[config.mk]
export PLATFORM = sky130hd
export DESIGN_NAME = stepper_half_step_move_sequencer
export DESIGN_NICKNAME = d
export VERILOG_FILES = /design/src/rtl/shss_pkg.sv /design/src/rtl/shss_seq_count.sv /design/src/rtl/shss_core.sv /design/src/rtl/stepper_half_step_move_sequencer.sv
export SDC_FILE = /design/constraint.sdc
export NUM_CORES = 1
export LEC_CHECK = 0
export BUFFER_PORTS_ARGS = -buffer_cell sky130_fd_sc_hd__buf_2
export CAP_MARGIN = 5
export CORE_UTILIZATION = 55
export CTS_BUF_LIST = sky130_fd_sc_hd__clkbuf_2
export DETAILED_ROUTE_END_ITERATION = 16
export PLACE_DENSITY = 0.75
export REMOVE_ABC_BUFFERS = 1
export SETUP_SLACK_MARGIN = 0.02
export SYNTH_ARGS = -nofsm -noshare
export SYNTH_HDL_FRONTEND = slang
export SYNTH_SLANG_ARGS = --single-unit
export TNS_END_PERCENT = 100
[constraint.sdc]
create_clock -name clk -period 20.5 [get_ports clk]
set_input_delay 3.075 -clock clk [delete_from_list [all_inputs] [get_ports clk]]
set_output_delay 3.075 -clock clk [all_outputs]
set_load 0.02 [all_outputs]
[src/rtl/shss_pkg.sv]
// Shared types, constants and tables of the half-step move sequencer.
package shss_pkg;

    // Default width of the angle field, in 1/64 degree units
    localparam int ANGLE_BITS_DEF = 20;

    localparam int SPEED_W   = 4;
    localparam int COIL_W    = 4;
    localparam int PHASE_W   = 3;
    localparam int SEQ_W     = 15;
    localparam int HOLD_W    = 4;
    localparam int PADDR_W   = 3;
    localparam int PDATA_W   = 32;

    // Register map, word index taken from paddr[2]
    localparam logic REG_SPEED_RPM = 1'b0;
    localparam logic [SPEED_W-1:0] SPEED_RESET = 4'd1;

    // Item codes
    localparam logic MODE_TICK  = 1'b0;
    localparam logic MODE_START = 1'b1;

    // Sequence count: floor(angle / 45), saturated at 2^15 - 1.
    // Below the saturation limit the angle fits 21 bits, and a
    // 22-bit reciprocal with a 27-bit shift divides exactly.
    localparam int           SEQ_IN_BITS = 21;
    localparam logic [20:0]  SEQ_SAT_LIMIT = 21'd1474560;  // 45 * 32768
    localparam int           RECIP_SHIFT = 27;
    localparam logic [21:0]  RECIP_45 = 22'd2982617;        // ceil(2^27 / 45)
    localparam int           PROD_W = 43;

    localparam logic [PHASE_W-1:0] PHASE_FIRST = 3'd0;
    localparam logic [PHASE_W-1:0] PHASE_LAST  = 3'd7;

    typedef struct packed {
        logic             zero;
        logic [SEQ_W-1:0] count;
    } shss_count_t;

    typedef struct packed {
        logic [COIL_W-1:0] coil;
        logic              busy;
        logic              done;
    } shss_result_t;

    // Half-step coil patterns, bit0 = IN1 .. bit3 = IN4
    function automatic logic [COIL_W-1:0] half_pattern(input logic [PHASE_W-1:0] idx);
        logic [COIL_W-1:0] p;
        case (idx)
            3'd0:    p = 4'h1;
            3'd1:    p = 4'h3;
            3'd2:    p = 4'h2;
            3'd3:    p = 4'h6;
            3'd4:    p = 4'h4;
            3'd5:    p = 4'hC;
            3'd6:    p = 4'h8;
            default: p = 4'h9;
        endcase
        return p;
    endfunction

    // Ticks per half step: 14 / rpm, zero speed as 1, never below one tick
    function automatic logic [HOLD_W-1:0] hold_length(input logic [SPEED_W-1:0] rpm);
        logic [HOLD_W-1:0] h;
        case (rpm)
            4'd0, 4'd1:                  h = 4'd14;
            4'd2:                        h = 4'd7;
            4'd3:                        h = 4'd4;
            4'd4:                        h = 4'd3;
            4'd5, 4'd6, 4'd7:            h = 4'd2;
            default:                     h = 4'd1;
        endcase
        return h;
    endfunction

endpackage

[src/rtl/shss_seq_count.sv]
// Sequence count from the start angle: floor(angle / 45) with saturation.
module shss_seq_count #(
    parameter int ANGLE_BITS = shss_pkg::ANGLE_BITS_DEF
) (
    input  logic [ANGLE_BITS-1:0] angle_q6,
    output shss_pkg::shss_count_t cnt
);
    import shss_pkg::*;

    localparam int EXT_W = (ANGLE_BITS > SEQ_IN_BITS) ? ANGLE_BITS : SEQ_IN_BITS;

    logic [EXT_W-1:0]       angle_ext;
    logic                   sat;
    logic [PROD_W-1:0]      prod;
    logic [SEQ_W-1:0]       quot;

    // Widen so the limit compare works at any angle width
    assign angle_ext = EXT_W'(angle_q6);
    assign sat       = angle_ext >= EXT_W'(SEQ_SAT_LIMIT);

    // Multiply by the reciprocal of 45; exact below the saturation limit
    assign prod = PROD_W'(angle_ext[SEQ_IN_BITS-1:0]) * PROD_W'(RECIP_45);
    assign quot = prod[RECIP_SHIFT +: SEQ_W];

    assign cnt.count = sat ? {SEQ_W{1'b1}} : quot;
    assign cnt.zero  = !sat && (quot == '0);

endmodule

[src/rtl/shss_core.sv]
// Move state of the sequencer and its per-item update.
module shss_core (
    input  logic                          clk,
    input  logic                          rst_n,
    input  logic                          commit,
    input  logic                          mode,
    input  logic                          anticlockwise,
    input  shss_pkg::shss_count_t         cnt,
    input  logic [shss_pkg::SPEED_W-1:0]  speed_rpm,
    output shss_pkg::shss_result_t        result
);
    import shss_pkg::*;

    logic               moving_reg,  moving_next;
    logic               acw_reg,     acw_next;
    logic [PHASE_W-1:0] phase_reg,   phase_next;
    logic [SEQ_W-1:0]   seq_reg,     seq_next;
    logic [HOLD_W-1:0]  hold_reg,    hold_next;
    logic [COIL_W-1:0]  coil_reg,    coil_next;
    logic               done;

    logic [HOLD_W-1:0]  hold_dec;
    logic               last_in_seq;
    logic [SEQ_W-1:0]   seq_dec;
    logic [PHASE_W-1:0] phase_step;
    logic [PHASE_W-1:0] phase_start;

    assign hold_dec    = (hold_reg != '0) ? hold_reg - 1'b1 : hold_reg;
    assign last_in_seq = acw_reg ? (phase_reg == PHASE_LAST) : (phase_reg == PHASE_FIRST);
    assign seq_dec     = (seq_reg != '0) ? seq_reg - 1'b1 : seq_reg;
    assign phase_step  = acw_reg ? phase_reg + 1'b1 : phase_reg - 1'b1;
    assign phase_start = anticlockwise ? PHASE_FIRST : PHASE_LAST;

    // Next state for the transaction in the input stage
    always_comb
    begin
        moving_next = moving_reg;
        acw_next    = acw_reg;
        phase_next  = phase_reg;
        seq_next    = seq_reg;
        hold_next   = hold_reg;
        coil_next   = coil_reg;
        done        = 1'b0;
        if (mode == MODE_START) begin
            if (!moving_reg) begin
                if (cnt.zero) begin
                    done = 1'b1;
                end
                else begin
                    moving_next = 1'b1;
                    acw_next    = anticlockwise;
                    seq_next    = cnt.count;
                    phase_next  = phase_start;
                    coil_next   = half_pattern(phase_start);
                    hold_next   = hold_length(speed_rpm);
                end
            end
        end
        else if (moving_reg) begin
            hold_next = hold_dec;
            if (hold_dec == '0) begin
                if (last_in_seq) begin
                    seq_next = seq_dec;
                end
                if (last_in_seq && (seq_dec == '0)) begin
                    moving_next = 1'b0;
                    done        = 1'b1;
                end
                else begin
                    phase_next = phase_step;
                    coil_next  = half_pattern(phase_step);
                    hold_next  = hold_length(speed_rpm);
                end
            end
        end
    end

    assign result.coil = coil_next;
    assign result.busy = moving_next;
    assign result.done = done;

    // Advance state when the transaction moves to the output register
    always_ff @(posedge clk or negedge rst_n)
    begin
        if (!rst_n) begin
            moving_reg <= 1'b0;
            acw_reg    <= 1'b0;
            phase_reg  <= '0;
            seq_reg    <= '0;
            hold_reg   <= '0;
            coil_reg   <= '0;
        end
        else if (commit) begin
            moving_reg <= moving_next;
            acw_reg    <= acw_next;
            phase_reg  <= phase_next;
            seq_reg    <= seq_next;
            hold_reg   <= hold_next;
            coil_reg   <= coil_next;
        end
    end

endmodule

[src/rtl/stepper_half_step_move_sequencer.sv]
// Top level of the half-step stepper move sequencer.
// Each input transaction is a millisecond tick (mode 0) or a move start (mode 1);
// every transaction gives one result with the coil drive, busy and done. The
// block takes one transaction per clock while in_stall is low: it passes through
// an input register, the state update and sequence-count multiply, and an output
// register, so a result is presented once it moves into the output register and is
// taken at an edge when the output is not stalled.
// in_stall rises only while both registers hold a transaction and out_stall is high.
// speed_rpm sits at byte address 0 of the APB port and sets the hold of
// 14 / speed_rpm ticks per half step; write it only while no transaction is in
// flight. During a move a new speed applies from the next half step on.
module stepper_half_step_move_sequencer #(
    parameter int ANGLE_BITS = shss_pkg::ANGLE_BITS_DEF
) (
    input  logic                          clk,
    input  logic                          rst_n,
    // input channel
    input  logic                          in_valid,
    output logic                          in_stall,
    input  logic                          mode,
    input  logic [ANGLE_BITS-1:0]         angle_q6,
    input  logic                          anticlockwise,
    // output channel
    output logic                          out_valid,
    input  logic                          out_stall,
    output logic [shss_pkg::COIL_W-1:0]   coil_pattern,
    output logic                          busy_res,
    output logic                          done_res,
    // configuration port
    input  logic                          psel,
    input  logic                          penable,
    input  logic                          pwrite,
    input  logic [shss_pkg::PADDR_W-1:0]  paddr,
    input  logic [shss_pkg::PDATA_W-1:0]  pwdata,
    output logic [shss_pkg::PDATA_W-1:0]  prdata,
    output logic                          pready
);
    import shss_pkg::*;

    logic [SPEED_W-1:0]     speed_reg;
    logic                   s1_vld_reg;
    logic                   s1_mode_reg;
    logic [ANGLE_BITS-1:0]  s1_angle_reg;
    logic                   s1_acw_reg;
    logic                   out_vld_reg;
    shss_result_t           out_reg;
    logic                   out_free;
    logic                   advance;
    logic                   cfg_wr;
    shss_count_t            cnt;
    shss_result_t           result;

    // Configuration register
    assign pready = 1'b1;
    assign cfg_wr = psel && penable && pwrite && (paddr[2] == REG_SPEED_RPM);
    assign prdata = (paddr[2] == REG_SPEED_RPM) ? PDATA_W'(speed_reg) : '0;

    always_ff @(posedge clk or negedge rst_n)
    begin
        if (!rst_n) begin
            speed_reg <= SPEED_RESET;
        end
        else if (cfg_wr) begin
            speed_reg <= pwdata[SPEED_W-1:0];
        end
    end

    // Handshake between the two register stages
    assign out_free = !out_vld_reg || !out_stall;
    assign advance  = s1_vld_reg && out_free;
    assign in_stall = s1_vld_reg && !out_free;

    // Input register
    always_ff @(posedge clk or negedge rst_n)
    begin
        if (!rst_n) begin
            s1_vld_reg <= 1'b0;
        end
        else if (!in_stall) begin
            s1_vld_reg <= in_valid;
        end
    end

    always_ff @(posedge clk)
    begin
        if (!in_stall && in_valid) begin
            s1_mode_reg  <= mode;
            s1_angle_reg <= angle_q6;
            s1_acw_reg   <= anticlockwise;
        end
    end

    shss_seq_count #(
        .ANGLE_BITS (ANGLE_BITS)
    ) u_seq_count (
        .angle_q6 (s1_angle_reg),
        .cnt      (cnt)
    );

    shss_core u_core (
        .clk           (clk),
        .rst_n         (rst_n),
        .commit        (advance),
        .mode          (s1_mode_reg),
        .anticlockwise (s1_acw_reg),
        .cnt           (cnt),
        .speed_rpm     (speed_reg),
        .result        (result)
    );

    // Output register
    always_ff @(posedge clk or negedge rst_n)
    begin
        if (!rst_n) begin
            out_vld_reg <= 1'b0;
        end
        else if (out_free) begin
            out_vld_reg <= s1_vld_reg;
        end
    end

    always_ff @(posedge clk)
    begin
        if (advance) begin
            out_reg <= result;
        end
    end

    assign out_valid    = out_vld_reg;
    assign coil_pattern = out_reg.coil;
    assign busy_res     = out_reg.busy;
    assign done_res     = out_reg.done;

endmodule

==> results.py <==
metrics = {
    "synthesis": {
        "synth_edf_count": 28,
        "async_reset_ff_share_pct": 54.8,
        "synth_warnings": 0,
        "synthFlopType": "dfrtp_1",
        "netlist_instances": 1166,
        "synth_area_leaders": "ha_1 (22%), fa_1 (21%), inv_1 (8.1%), edfxtp_1 (7.9%), dfrtp_1 (7.7%)",
        "synth_top_area_share_pct": 22.0,
        "ys_seq_area_share_pct": 15.8,
        "ys_types": 91,
        "syn_area_per_cell_um2": 9.18,
        "synth-seq-cells": 62,
        "yosys.area.top_type": "ha_1",
        "syn-cell-area_um2": 10700,
    },
    "global_routing": {
        "grt_pass1_wl_um": 42300,
        "antenna_found_initial": 0,
        "grt_pass1_vias": 8414,
        "track_usage_pct": 27.1,
        "grt.overflow.total": 0,
        "grt_max_degree": 49,
    },
    "detailed_routing": {
        "vias": 8439,
        "drc": 0,
        "drtIter0Drc": 432,
        "wirelength_um": 25600,
        "routedWlPerCell_um": 17.4,
        "dr.pass1.iters": 5,
        "via_per_inst": 5.74,
        "ant_nets": 0,
    },
    "worst_hold_path": {
        "hold_path.class": "flip-flop to flip-flop",
    },
    "floorplan": {
        "start_util_pct": 56.7,
        "die-area_um2": 20000,
        "rows": 50,
        "die_h_um": 142,
        "ios": 105,
        "die_x_um": 142,
        "core_area_um2": 18900,
    },
    "cts": {
        "path_clk_slew_ns": 0.22,
        "cts_tree": "done",
        "numCtsBuffers": 9,
        "cts_root_buf": "clkbuf_2",
        "cts_sinks": 62,
        "ctsHoldBuffers": 0,
        "clock_insertion_delay_worst_skew_ns": 0.63,
        "cts_max_path_buffers": 2,
        "cts_resized": 0,
        "ctsHtreeMaxLevel": 3,
        "post_cts_buffers": 0,
    },
    "finish": {
        "largest_reg_flops": 20,
        "final_nets": 1569,
        "final_core_util_pct": 59.5,
        "syn_to_final_growth_pct": 4.95,
        "drive_gt1_share_pct": 8.60,
        "postLayoutCellArea_um2": 11200,
        "fillers": 1658,
        "antenna_cells": 0,
    },
    "sta": {
        "setup_viol": 0,
        "hold_violations": 0,
        "period_share_pct": 38.4,
        "slew_headroom_pct": 40.8,
        "finalCriticalPeriod_ns": 7.86,
        "rsz0062_at_grt": "no",
        "setup_tns_ns": 0,
        "fin_skew_ns": 0.0661,
        "worst_pin_slew_ns": 0.889,
        "slew_viol_final": 0,
        "setup_slack_ns": 12.64,
        "max_freq_mhz": 127,
    },
    "worst_setup_path": {
        "crit_path_start_kind": "flip-flop",
        "critical_path_class": "flip-flop to flip-flop",
        "critPathMaxFanout": 14,
        "crit_required_ns": 20.98,
        "endpoint_kind": "flip-flop",
        "crit_arrival_ns": 8.34,
    },
    "run": {
        "max_cap_violations": 0,
    },
    "placed_design": {
        "gp_congestion": 0.960,
        "dp_hpwl_um": 21700,
        "placed_area_um2": 11100,
        "place_ws_ns": 12.79,
        "port_buffers": 45,
    },
    "status": {
        "outcome": "complete, no violations",
    },
}
[metrics by stage]
step	hold slack (ns)	cells
after floorplan	0.457	1147
after global placement	0.475	1453
after detailed placement	0.478	1453
after CTS	0.527	1469
after global routing	0.556	1470
final	0.519	1470
[synth_stat cells, drive strengths merged (5+ instances only)]
cell type,n
inv,230
clkbuf,9
nor2b,6
xnor2,7
a21o,10
o211ai,11
a211oi,6
ha,188
and2,7
xor2,5
or3,12
o21ai,35
nor2,53
o21a,6
and3,6
o22ai,6
nand3,15
buf,37
nor3,21
or4,6
mux2,11
a31oi,9
nand2b,8
dfrtp,33
o31ai,8
a21oi,81
o2bb2ai,6
edfxtp,28
nand2,80
or2,5
mux2i,10
nor4,13
fa,112
nand4,19
[cell usage in the layout, fill, tap and decap left out, drive strengths merged, types with 12 or more instances in the layout]
cell,count
inv,231
ha,188
fa,112
a21oi,81
nand2,80
nor2,53
buf,46
o21ai,35
dfrtp,33
conb,29
edfxtp,28
nor3,21
nand4,19
nand3,15
nor4,13
or3,12
[layout make-up]
cell class,count,area (um^2),area share (%)
sequential,62,1690,15.1
clock inverter,6,93.8,0.835
tap,260,325,2.89
timing repair buffer,47,258,2.29
multi-input combinational,854,7950,70.8
inverter,231,867,7.71
clock buffer,10,50.0,0.445
[metal layers]
metal	vias to the layer above	routed length (um)	global-route usage (%)
met1	4126	10900	34.2
li1	4043	-	-
met3	34	1370	4.59
met2	236	12800	47.6
met5	-	0	0
met4	0	557	7.30
[final timing paths]
path | from | end | slack (ns) | depth (start not counted)
max in group asynchronous | rst_n | u_core.seq_reg[9]$_DFFE_PN0P_ | 17.45 | 1
hold / removal | u_core.coil_reg[0]$_DFFE_PN0P_ | u_core.coil_reg[0]$_DFFE_PN0P_ | 0.52 | 1
setup reg to reg | s1_angle_reg[8]$_DFFE_PP_ | u_core.seq_reg[12]$_DFFE_PN0P_ | 12.64 | 22
min in group asynchronous | rst_n | u_core.hold_reg[1]$_DFFE_PN0P_ | 2.48 | 1
hold reg to reg | u_core.coil_reg[0]$_DFFE_PN0P_ | u_core.coil_reg[0]$_DFFE_PN0P_ | 0.52 | 1
setup / recovery | s1_angle_reg[8]$_DFFE_PP_ | u_core.seq_reg[12]$_DFFE_PN0P_ | 12.64 | 22
[critical path, stage by stage (launching register included)]
cell      delay, ns
edfxtp_1       0.55
ha_1           0.35
inv_1          0.06
fa_1           0.51
inv_1          0.04
ha_1           0.35
inv_1          0.08
fa_1           0.57
fa_1           0.45
fa_1           0.55
inv_1          0.06
fa_1           0.45
ha_1           0.39
a21oi_1        0.19
o21ai_0        0.18
nor4_1         0.68
nor4_1         0.20
o31ai_1        0.42
a21oi_1        0.11
and4_1         0.29
a41oi_4        0.47
nand2_1        0.34
o32a_1         0.44
[kinds of logic after synthesis]
group           Yosys count  share of synthesized area (%)
buf+inv                 277                           10.9
other cells               2                         0.0701
fa+ha+maj               300                           42.9
xor+xnor                 12                          0.981
flops                    62                           15.8
compound gates          229                           14.7
mux                      21                           2.16
simple gates            263                           12.5
Power is not shown: default switching activity piles up to over one toggle a cycle in this logic, so the estimate is an artifact.
